`config.mk`:
```
export PLATFORM = sky130hd
export DESIGN_NAME = pid_axis_with_slew_limit
export DESIGN_NICKNAME = d
export VERILOG_FILES = /design/src/rtl/pidaxs_pkg.sv /design/src/rtl/pid_axis_with_slew_limit.sv
export VERILOG_INCLUDE_DIRS = /design/src /design/src/rtl
export SDC_FILE = /design/constraint.sdc
export NUM_CORES = 2
export LEC_CHECK = 0
export ABC_CLOCK_PERIOD_IN_PS = 9500
export BUFFER_PORTS_ARGS = -buffer_cell sky130_fd_sc_hd__buf_4
export CAP_MARGIN = 15
export CORE_AREA = 2 2 334 336
export DETAILED_ROUTE_END_ITERATION = 16
export DIE_AREA = 0 0 336 338
export HOLD_SLACK_MARGIN = 0.06
export PLACE_DENSITY_LB_ADDON = 0.08
export SLEW_MARGIN = 20
export SYNTH_ARGS = -nofsm -noshare
export SYNTH_HDL_FRONTEND = slang
export SYNTH_SLANG_ARGS = --single-unit
```
`constraint.sdc`:
```
create_clock -name clk -period 9.5 [get_ports clk]
set_input_delay 1.425 -clock clk [delete_from_list [all_inputs] [get_ports clk]]
set_output_delay 1.425 -clock clk [all_outputs]
set_load 0.02 [all_outputs]
```
`src/rtl/assert_macros.svh`:
```
// Assertion macros for the RTL files.
`ifndef ASSERT_MACROS_SVH
`define ASSERT_MACROS_SVH

// Same-cycle implication, disabled during reset.
`define ASSERT_SAME(label, clk, rst_n, ante, cons) \
    label: assert property (@(posedge clk) disable iff (!rst_n) (ante) |-> (cons)) \
        else $error("assertion failed: same-cycle check");

// Next-cycle implication, disabled during reset.
`define ASSERT_NEXT(label, clk, rst_n, ante, cons) \
    label: assert property (@(posedge clk) disable iff (!rst_n) (ante) |=> (cons)) \
        else $error("assertion failed: next-cycle check");

`endif

```
`src/rtl/pidaxs_pkg.sv`:
```
// Types and constants for the PID axis with slew limit.
package pidaxs_pkg;

    localparam int unsigned DATA_W = 32;
    localparam int unsigned INTG_W = 64;
    localparam int unsigned PER_W  = 16;
    localparam int unsigned LIM_W  = 31;
    localparam int unsigned CFG_IDX_W = 4;

    typedef enum logic [CFG_IDX_W-1:0] {
        CFG_KP_GAIN       = 4'd0,
        CFG_KI_GAIN       = 4'd1,
        CFG_KD_GAIN       = 4'd2,
        CFG_SAMPLE_PERIOD = 4'd3,
        CFG_OUTPUT_LIMIT  = 4'd4,
        CFG_ACCEL_RATE    = 4'd5,
        CFG_DECEL_RATE    = 4'd6,
        CFG_LOOP_MODE     = 4'd7
    } cfg_index_t;

    localparam logic MODE_POSITION = 1'b0;
    localparam logic MODE_VELOCITY = 1'b1;

    typedef struct packed {
        logic signed [DATA_W-1:0] measured;
        logic signed [DATA_W-1:0] setpoint;
    } in_word_t;

    typedef struct packed {
        logic signed [DATA_W-1:0] command;
        logic signed [DATA_W-1:0] error_now;
    } out_word_t;

endpackage

```
`src/rtl/pid_axis_with_slew_limit.sv`:
```
// PID axis: trapezoidal integral, derivative divider, clamp and slew limit.
//
//  channel | direction | handshake             | payload
//  --------+-----------+-----------------------+-----------------------------
//  in      | input     | in_valid / in_ready   | in_data  (measured, setpoint)
//  out     | output    | out_valid / out_ready | out_data (command, error_now)
//  cfg     | input     | cfg_valid / cfg_ready | cfg_index, cfg_data
//
// One word at a time: a new word is accepted only after the last result is
// registered. The pace is set by one radix-2 shift-add multiplier doing six
// 32-step products in turn; the 49-step restoring divider runs alongside.
// Reset (rst_n low, async) loads register defaults and clears loop state.
// The result sits in an output register, so a stalled consumer only holds
// the next word at its final slew step; cfg_ready is always high.

`include "assert_macros.svh"

module pid_axis_with_slew_limit
    import pidaxs_pkg::*;
(
    input  logic                   clk,
    input  logic                   rst_n,
    input  logic                   in_valid,
    output logic                   in_ready,
    input  in_word_t               in_data,
    output logic                   out_valid,
    input  logic                   out_ready,
    output out_word_t              out_data,
    input  logic                   cfg_valid,
    output logic                   cfg_ready,
    input  cfg_index_t             cfg_index,
    input  logic [DATA_W-1:0]      cfg_data
);

    localparam int unsigned MR_W   = 32;            // multiplier operand
    localparam int unsigned MD_W   = 64;            // multiplicand operand
    localparam int unsigned PROD_W = MR_W + MD_W;
    localparam int unsigned DVD_W  = DATA_W + 1 + PER_W; // |diff| << 16
    localparam int unsigned W34    = DATA_W + 2;

    typedef enum logic [3:0] {
        S_IDLE, S_ERR, S_INC, S_INT, S_P, S_PW, S_IK, S_IKW,
        S_DK, S_DKW, S_UP, S_UPW, S_DN, S_DNW, S_SLEW
    } state_t;

    // ---------------- helpers ----------------
    function automatic logic [DATA_W-1:0] sat34(input logic [W34-1:0] v);
        logic [DATA_W-1:0] r;
        begin
            r = v[DATA_W-1:0];
            if (!v[W34-1] && (v[W34-2] || v[DATA_W-1]))
                r = {1'b0, {(DATA_W-1){1'b1}}};
            else if (v[W34-1] && !(v[W34-2] && v[DATA_W-1]))
                r = {1'b1, {(DATA_W-1){1'b0}}};
            return r;
        end
    endfunction

    function automatic logic [W34-1:0] sx34(input logic [DATA_W-1:0] v);
        return {{2{v[DATA_W-1]}}, v};
    endfunction

    function automatic logic [DATA_W-1:0] abs32(input logic [DATA_W-1:0] v);
        return v[DATA_W-1] ? (~v + 1'b1) : v;
    endfunction

    // signed result from sign and magnitude, saturated to DATA_W bits
    function automatic logic [DATA_W-1:0] mag_to_s32(input logic neg,
                                                     input logic [PROD_W-1:0] m);
        logic ovp;
        logic ovn;
        logic [DATA_W-1:0] r;
        begin
            ovp = |m[PROD_W-1:DATA_W-1];
            ovn = (|m[PROD_W-1:DATA_W]) | (m[DATA_W-1] & (|m[DATA_W-2:0]));
            if (neg)
                r = ovn ? {1'b1, {(DATA_W-1){1'b0}}} : (~m[DATA_W-1:0] + 1'b1);
            else
                r = ovp ? {1'b0, {(DATA_W-1){1'b1}}} : m[DATA_W-1:0];
            return r;
        end
    endfunction

    // ---------------- registers ----------------
    state_t                 state_reg;
    logic [DATA_W-1:0]      kp_reg, ki_reg, kd_reg;
    logic [PER_W-1:0]       per_reg;
    logic [LIM_W-1:0]       limit_reg, accel_reg, decel_reg;
    logic                   mode_reg;

    logic [DATA_W-1:0]      err_reg, last_err_reg, last_cmd_reg;
    logic [INTG_W-1:0]      integral_reg;
    logic [DATA_W-1:0]      p_reg, ik_reg, dk_reg, cmd_reg;
    logic [LIM_W-1:0]       up_reg, down_reg;

    logic [MD_W-1:0]        mul_hi_reg, mul_md_reg;
    logic [MR_W-1:0]        mul_lo_reg;
    logic [4:0]             mul_cnt_reg;
    logic                   neg_reg;

    logic [DVD_W-1:0]       div_q_reg;
    logic [PER_W-1:0]       div_r_reg;
    logic [5:0]             div_cnt_reg;
    logic                   div_busy_reg;
    logic                   deriv_neg_reg;

    logic                   out_valid_reg;
    out_word_t              out_reg;

    // ---------------- datapath ----------------
    logic                   mul_run;
    logic [MD_W:0]          mul_sum;
    logic [PROD_W-1:0]      prod;
    logic [PER_W:0]         div_trial;
    logic                   div_ge;
    logic [W34-1:0]         err34;
    logic [DATA_W:0]        diff33, sum33, diff_mag, sum_mag;
    logic [INTG_W-1:0]      inc_mag, inc_val;
    logic [INTG_W:0]        intg_sum;
    logic [INTG_W-1:0]      integral_next;
    logic [DATA_W-1:0]      deriv_s;
    logic [INTG_W-1:0]      intg_abs;
    logic [DATA_W-1:0]      pid_sum, cmd_clamped;
    logic [W34-1:0]         lim34, c34, delta34, up34, down34;
    logic [DATA_W-1:0]      cmd_next;
    logic                   out_free;

    assign mul_run = (state_reg == S_INC) || (state_reg == S_P) || (state_reg == S_IK)
                  || (state_reg == S_DK) || (state_reg == S_UP) || (state_reg == S_DN);
    assign mul_sum = {1'b0, mul_hi_reg} + (mul_lo_reg[0] ? {1'b0, mul_md_reg} : '0);
    assign prod    = {mul_hi_reg, mul_lo_reg};

    assign div_trial = {div_r_reg, div_q_reg[DVD_W-1]};
    assign div_ge    = div_trial >= {1'b0, per_reg};

    assign err34 = sx34(in_data.setpoint) - sx34(in_data.measured);

    assign diff33   = {err_reg[DATA_W-1], err_reg} - {last_err_reg[DATA_W-1], last_err_reg};
    assign sum33    = {err_reg[DATA_W-1], err_reg} + {last_err_reg[DATA_W-1], last_err_reg};
    assign diff_mag = diff33[DATA_W] ? (~diff33 + 1'b1) : diff33;
    assign sum_mag  = sum33[DATA_W] ? (~sum33 + 1'b1) : sum33;

    // trapezoid increment: |err + prev| * period / 2, sign restored
    assign inc_mag  = prod[INTG_W:1];
    assign inc_val  = neg_reg ? (~inc_mag + 1'b1) : inc_mag;
    assign intg_sum = {integral_reg[INTG_W-1], integral_reg}
                    + {inc_val[INTG_W-1], inc_val};
    always_comb
    begin
        integral_next = intg_sum[INTG_W-1:0];
        if (intg_sum[INTG_W] != intg_sum[INTG_W-1])
            integral_next = intg_sum[INTG_W] ? {1'b1, {(INTG_W-1){1'b0}}}
                                             : {1'b0, {(INTG_W-1){1'b1}}};
    end

    assign intg_abs = integral_reg[INTG_W-1] ? (~integral_reg + 1'b1) : integral_reg;
    assign deriv_s  = (per_reg == '0) ? '0
                    : mag_to_s32(deriv_neg_reg, {{(PROD_W-DVD_W){1'b0}}, div_q_reg});

    // sum of the three terms, then symmetric clamp
    assign pid_sum = sat34(sx34(p_reg) + sx34(ik_reg) + sx34(dk_reg));
    assign lim34   = {3'b0, limit_reg};
    assign c34     = sx34(pid_sum);
    always_comb
    begin
        cmd_clamped = pid_sum;
        if ($signed(c34) > $signed(lim34))
            cmd_clamped = {1'b0, limit_reg};
        else if ($signed(c34) < -$signed(lim34))
            cmd_clamped = ~{1'b0, limit_reg} + 1'b1;
    end

    // slew limit against the last emitted command (position mode only)
    assign up34    = {3'b0, up_reg};
    assign down34  = {3'b0, down_reg};
    assign delta34 = sx34(cmd_reg) - sx34(last_cmd_reg);
    always_comb
    begin
        cmd_next = cmd_reg;
        if (mode_reg == MODE_POSITION) begin
            if ($signed(delta34) > $signed(up34))
                cmd_next = sat34(sx34(last_cmd_reg) + up34);
            else if ($signed(delta34) < -$signed(down34))
                cmd_next = sat34(sx34(last_cmd_reg) - down34);
        end
    end

    assign out_free = !out_valid_reg || out_ready;

    // ---------------- sequencer ----------------
    always_ff @(posedge clk or negedge rst_n)
    begin
        if (!rst_n) begin
            state_reg     <= S_IDLE;
            kp_reg        <= 32'h0001_0000;
            ki_reg        <= '0;
            kd_reg        <= '0;
            per_reg       <= 16'd655;
            limit_reg     <= {LIM_W{1'b1}};
            accel_reg     <= {LIM_W{1'b1}};
            decel_reg     <= {LIM_W{1'b1}};
            mode_reg      <= MODE_POSITION;
            last_err_reg  <= '0;
            last_cmd_reg  <= '0;
            integral_reg  <= '0;
            mul_cnt_reg   <= '0;
            div_cnt_reg   <= '0;
            div_busy_reg  <= 1'b0;
            out_valid_reg <= 1'b0;
        end else begin
            if (cfg_valid) begin
                unique case (cfg_index)
                    CFG_KP_GAIN:       kp_reg    <= cfg_data;
                    CFG_KI_GAIN:       ki_reg    <= cfg_data;
                    CFG_KD_GAIN:       kd_reg    <= cfg_data;
                    CFG_SAMPLE_PERIOD: per_reg   <= cfg_data[PER_W-1:0];
                    CFG_OUTPUT_LIMIT:  limit_reg <= cfg_data[LIM_W-1:0];
                    CFG_ACCEL_RATE:    accel_reg <= cfg_data[LIM_W-1:0];
                    CFG_DECEL_RATE:    decel_reg <= cfg_data[LIM_W-1:0];
                    CFG_LOOP_MODE:     mode_reg  <= cfg_data[0];
                    default:           ;
                endcase
            end

            // a word leaving while the next one is emitted is handled in S_SLEW
            if (out_valid_reg && out_ready && (state_reg != S_SLEW))
                out_valid_reg <= 1'b0;

            // shift-add multiplier step
            if (mul_run) begin
                mul_hi_reg  <= mul_sum[MD_W:1];
                mul_lo_reg  <= {mul_sum[0], mul_lo_reg[MR_W-1:1]};
                mul_cnt_reg <= mul_cnt_reg + 1'b1;
            end

            // restoring divider step
            if (div_busy_reg) begin
                div_r_reg   <= div_ge ? PER_W'(div_trial - {1'b0, per_reg})
                                      : div_trial[PER_W-1:0];
                div_q_reg   <= {div_q_reg[DVD_W-2:0], div_ge};
                div_cnt_reg <= div_cnt_reg + 1'b1;
                if (div_cnt_reg == 6'(DVD_W - 1))
                    div_busy_reg <= 1'b0;
            end

            unique case (state_reg)
                S_IDLE:
                begin
                    if (in_valid) begin
                        err_reg   <= sat34(err34);
                        state_reg <= S_ERR;
                    end
                end
                S_ERR:
                begin
                    div_q_reg     <= {diff_mag, {PER_W{1'b0}}};
                    div_r_reg     <= '0;
                    div_cnt_reg   <= '0;
                    div_busy_reg  <= 1'b1;
                    deriv_neg_reg <= diff33[DATA_W];
                    last_err_reg  <= err_reg;
                    mul_hi_reg    <= '0;
                    mul_lo_reg    <= {{(MR_W-PER_W){1'b0}}, per_reg};
                    mul_md_reg    <= {{(MD_W-DATA_W-1){1'b0}}, sum_mag};
                    neg_reg       <= sum33[DATA_W];
                    state_reg     <= S_INC;
                end
                S_INT:
                begin
                    integral_reg <= integral_next;
                    mul_hi_reg   <= '0;
                    mul_lo_reg   <= abs32(kp_reg);
                    mul_md_reg   <= {{(MD_W-DATA_W){1'b0}}, abs32(err_reg)};
                    neg_reg      <= kp_reg[DATA_W-1] ^ err_reg[DATA_W-1];
                    state_reg    <= S_P;
                end
                S_PW:
                begin
                    p_reg      <= mag_to_s32(neg_reg, prod >> 16);
                    mul_hi_reg <= '0;
                    mul_lo_reg <= abs32(ki_reg);
                    mul_md_reg <= intg_abs;
                    neg_reg    <= ki_reg[DATA_W-1] ^ integral_reg[INTG_W-1];
                    state_reg  <= S_IK;
                end
                S_IKW:
                begin
                    ik_reg     <= mag_to_s32(neg_reg, prod >> 32);
                    mul_hi_reg <= '0;
                    mul_lo_reg <= abs32(kd_reg);
                    mul_md_reg <= {{(MD_W-DATA_W){1'b0}}, abs32(deriv_s)};
                    neg_reg    <= kd_reg[DATA_W-1] ^ deriv_s[DATA_W-1];
                    state_reg  <= S_DK;
                end
                S_DKW:
                begin
                    dk_reg     <= mag_to_s32(neg_reg, prod >> 16);
                    mul_hi_reg <= '0;
                    mul_lo_reg <= {{(MR_W-PER_W){1'b0}}, per_reg};
                    mul_md_reg <= {{(MD_W-LIM_W){1'b0}}, accel_reg};
                    neg_reg    <= 1'b0;
                    state_reg  <= S_UP;
                end
                S_UPW:
                begin
                    up_reg     <= prod[LIM_W+15:16];
                    mul_hi_reg <= '0;
                    mul_lo_reg <= {{(MR_W-PER_W){1'b0}}, per_reg};
                    mul_md_reg <= {{(MD_W-LIM_W){1'b0}}, decel_reg};
                    state_reg  <= S_DN;
                end
                S_DNW:
                begin
                    down_reg  <= prod[LIM_W+15:16];
                    cmd_reg   <= cmd_clamped;
                    state_reg <= S_SLEW;
                end
                S_SLEW:
                begin
                    if (out_free) begin
                        last_cmd_reg      <= cmd_next;
                        out_reg.command   <= cmd_next;
                        out_reg.error_now <= err_reg;
                        out_valid_reg     <= 1'b1;
                        state_reg         <= S_IDLE;
                    end
                end
                S_INC, S_P, S_IK, S_DK, S_UP, S_DN:
                begin
                    if (mul_cnt_reg == 5'(MR_W - 1)) begin
                        case (state_reg)
                            S_INC:   state_reg <= S_INT;
                            S_P:     state_reg <= S_PW;
                            S_IK:    state_reg <= S_IKW;
                            S_DK:    state_reg <= S_DKW;
                            S_UP:    state_reg <= S_UPW;
                            default: state_reg <= S_DNW;
                        endcase
                    end
                end
                default:
                    state_reg <= S_IDLE;
            endcase
        end
    end

    assign in_ready  = (state_reg == S_IDLE);
    assign out_valid = out_valid_reg;
    assign out_data  = out_reg;
    assign cfg_ready = 1'b1;

    // ---------------- checks ----------------
    `ASSERT_SAME(a_div_done, clk, rst_n, state_reg == S_IKW, !div_busy_reg)
    `ASSERT_SAME(a_mul_idle, clk, rst_n, state_reg == S_IDLE, mul_cnt_reg == '0)
    `ASSERT_NEXT(a_result_out, clk, rst_n, (state_reg == S_SLEW) && out_free, out_valid_reg && (state_reg == S_IDLE))

endmodule

```
==> flow_summary_export.csv <==
group,metric,value,unit
route,ant_nets,0,
route,wirelength,240,mm
floorplanning,die_h,338,um
clocking,clock_latency,0.74,ns
synth,yosys_warnings,0,
clocking,cts_setup_buffers,0,
critical_path,crit_start,"p_reg[2]",
cells_and_area,syn_to_final_growth,8.33,%
power_and_ir_drop,vdd_drop_max,261,uV
floorplanning,coreArea,0.110,mm2
route,via_per_inst,6.81,
critical_path,arrival,8.78,ns
floorplanning,rows,122,
timing,slew-limit-headroom,9.92,%
min_path,worstHoldPathType,"reg -> reg",
place,dp_cells,9377,
cells_and_area,final_cells,9566,
cells_and_area,mostFrequentLayoutCells,"745 x nand2_1, 612 x o21ai_0, 584 x a21oi_1, 579 x nor2_1, 513 x edfxtp_1",
timing,period_needed,8.35,ns
synth,syn_avg_cell_area,8.81,um2
timing,hold_violations,0,
clocking,cts_root_buf,"clkbuf_16",
route,routed-via-count,65200,
critical_path,critPathCaptureType,"flip-flop",
critical_path,rr_worst_depth,26,
synth,synth.distinct_cells,103,
grt,grt_overflow,0,
cells_and_area,drive_gt1_share,10.8,%
clocking,cts-htree-levels,3,
outcome,status,"finished, final reports clean",
place,port_buffers,170,
clocking,clock_path_buffers,3,
synth,synth-async-reset-ratio,40.6,%
critical_path,r2r_start,"p_reg[2]",
grt,grt_pass1_vias,60800,
timing,finalSetupTns,0,ns
critical_path,endpoint,"cmd_reg[30]",
grt,antenna_found_initial,3,
critical_path,cp_slowest_cell,"o21bai_2",
cells_and_area,fin_nets,8648,
place,dpl-instance-area,0.0733,mm2
timing,rsz0062_at_grt,"no",
route,drtIter0Drc,7760,
cells_and_area,fillers,8716,
synth,yosys-top-cells-area,"edfxtp_1 22%, ha_1 9.0%, dfrtp_1 8.9%",
floorplanning,die_w,336,um
timing,finalClockSkew,0.0525,ns
critical_path,path_delay_family,"compound AO/OA/AOI/OAI gates",
critical_path,rrSetupSlack,1.15,ns
power_and_ir_drop,leakagePower,30.9,nW
route,wl_per_cell,25.0,um
clocking,clk_pin_slew,0.06,ns
synth,synth_top_area_share,21.8,%
timing,fmax,120,MHz
timing,worst_pin_slew,1.33,ns
critical_path,critPathRequiredTime,9.93,ns
place,post-dp-hpwl,183,mm
flow_run,cap_violations,0,
synth,ys_ff_latch,864,
floorplanning,initial_core_util,64.3,%
synth,syn_nets,8694,
synth,synth_flop_cell,"edfxtp_1",
critical_path,r2r-end,"cmd_reg[30]",
clocking,cts.sinks,864,
grt,grt_max_degree,120,
critical_path,crit_buf_inv,3,
critical_path,cp.depth,26,
critical_path,timing.critical_path.mode_cell,"o21ai_0",
timing,finalSetupViolCount,0,
timing,drv_slew,0,
synth,synth_largest_area_cell,"edfxtp_1",
critical_path,cp-start-kind,"flip-flop",
clocking,numCtsBuffers,97,
cells_and_area,multi_input_comb_area,0.0436,mm2
place,gp_congestion,1.03,
timing,finalCritPeriodShare,87.9,%
cells_and_area,register_area,0.0243,mm2
synth,syn_area,0.0708,mm2
cells_and_area,stdcell_area,0.0767,mm2
synth,synth_cells,8035,
grt,grt_pass1_wl,362,mm
critical_path,critPathKind,"reg -> reg",
synth,synth_edf_count,513,
route,route.detailed.drc,0,
floorplanning,die_area,0.114,mm2
clocking,cts_resized,0,
critical_path,path_max_fanout,38,
floorplanning,ios,172,
clocking,cts_tree,"done",
power_and_ir_drop,p_per_area,379,mW/mm2
grt,track_usage,41.4,%
cells_and_area,final_common_cell,"nand2_1",
critical_path,cp_slowest_stage_delay,0.71,ns
clocking,ctsHoldBuffers,0,
route,dr.pass1.iters,7,
synth,yosysSeqAreaShare,34.3,%
synthesized netlist by cell type (all sizes together) (54+ instances only):
cell type / number
nand2: 749
o21ai: 618
nor2: 587
a21oi: 585
edfxtp: 513
ha: 512
xnor2: 447
inv: 389
clkbuf: 376
dfrtp: 251
xor2: 234
a21o: 203
mux2: 197
nand3: 184
nor3: 177
o31ai: 131
nand4: 108
dfstp: 100
and2: 98
a211oi: 96
a31oi: 93
or3: 89
nand2b: 86
nor4: 79
nor2b: 74
and3: 71
o21a: 70
o22ai: 54
o311ai: 54
layout make-up:
type	count	share of cell area, %
Inverter	391	1.91
Tap cell	1488	2.43
Multi-Input combinational cell	6364	56.9
Clock inverter	58	0.729
Sequential cell	864	31.7
Timing Repair Buffer	271	2.72
Antenna cell	4	0.0130
Clock buffer	126	3.62
report_power, final:
group | total (mW) | leakage, nW | internal (mW) | switching (mW)
Sequential | 7.11 | 8.83 | 5.58 | 1.53
Combinational | 18.0 | 20.5 | 6.85 | 11.1
Clock | 3.94 | 1.63 | 2.21 | 1.73
Total | 29.0 | 30.9 | 14.6 | 14.4
worst min path at each step:
stage,from,to,slack (ns),cells past startpoint
after floorplan,mul_cnt_reg[3],mul_cnt_reg[3],0.44,1
after global placement,err_reg[31],out_data[31],0.44,0
after detailed placement,err_reg[31],out_data[31],0.44,0
after CTS,err_reg[31],out_data[31],0.45,0
after global routing,err_reg[31],out_data[31],0.49,0
final,err_reg[31],out_data[31],0.46,0
metal layers:
layer	up-vias	track usage (%)	wire length, um	share of wire (%)
li1	29600	-	-	-
met1	31000	53.1	91700	38
met2	3696	65.7	108000	45
met3	817	7.67	23600	9.8
met4	4	23.9	16600	6.9
met5	-	0	27	0.011
per-stage QoR:
stage / power, mW / worst slack (ns) / utilization [%] / hold WS [ns]
2_1_floorplan: 19.4 / 2.79 / - / 0.438
3_5_place_dp: 24.4 / 1.32 / 66.6 / 0.437
6_report: 29.0 / 1.15 / 69.7 / 0.456
5_1_grt: 30.9 / 0.611 / 69.7 / 0.488
3_3_place_gp: 24.1 / 1.51 / 66.6 / 0.436
4_1_cts: 28.5 / 1.28 / 69.7 / 0.454
logic make-up (layout without fill, tap and decap cells):
| group | count (synthesis) | count (layout) | share of synthesized area [%] |
|---|---|---|---|
| buffers and inverters | 807 | 846 | 4.30 |
| flip-flops | 864 | 864 | 34.3 |
| AND/OR/NAND/NOR | 2488 | 2488 | 17.1 |
| other | 1 | 5 | 0.00530 |
| multiplexers | 243 | 243 | 3.78 |
| AO/OA/AOI/OAI | 2385 | 2385 | 21.7 |
| adder cells (fa/ha/maj) | 566 | 566 | 10.4 |
| XOR/XNOR | 681 | 681 | 8.42 |
(Power assumes the default switching activity.)
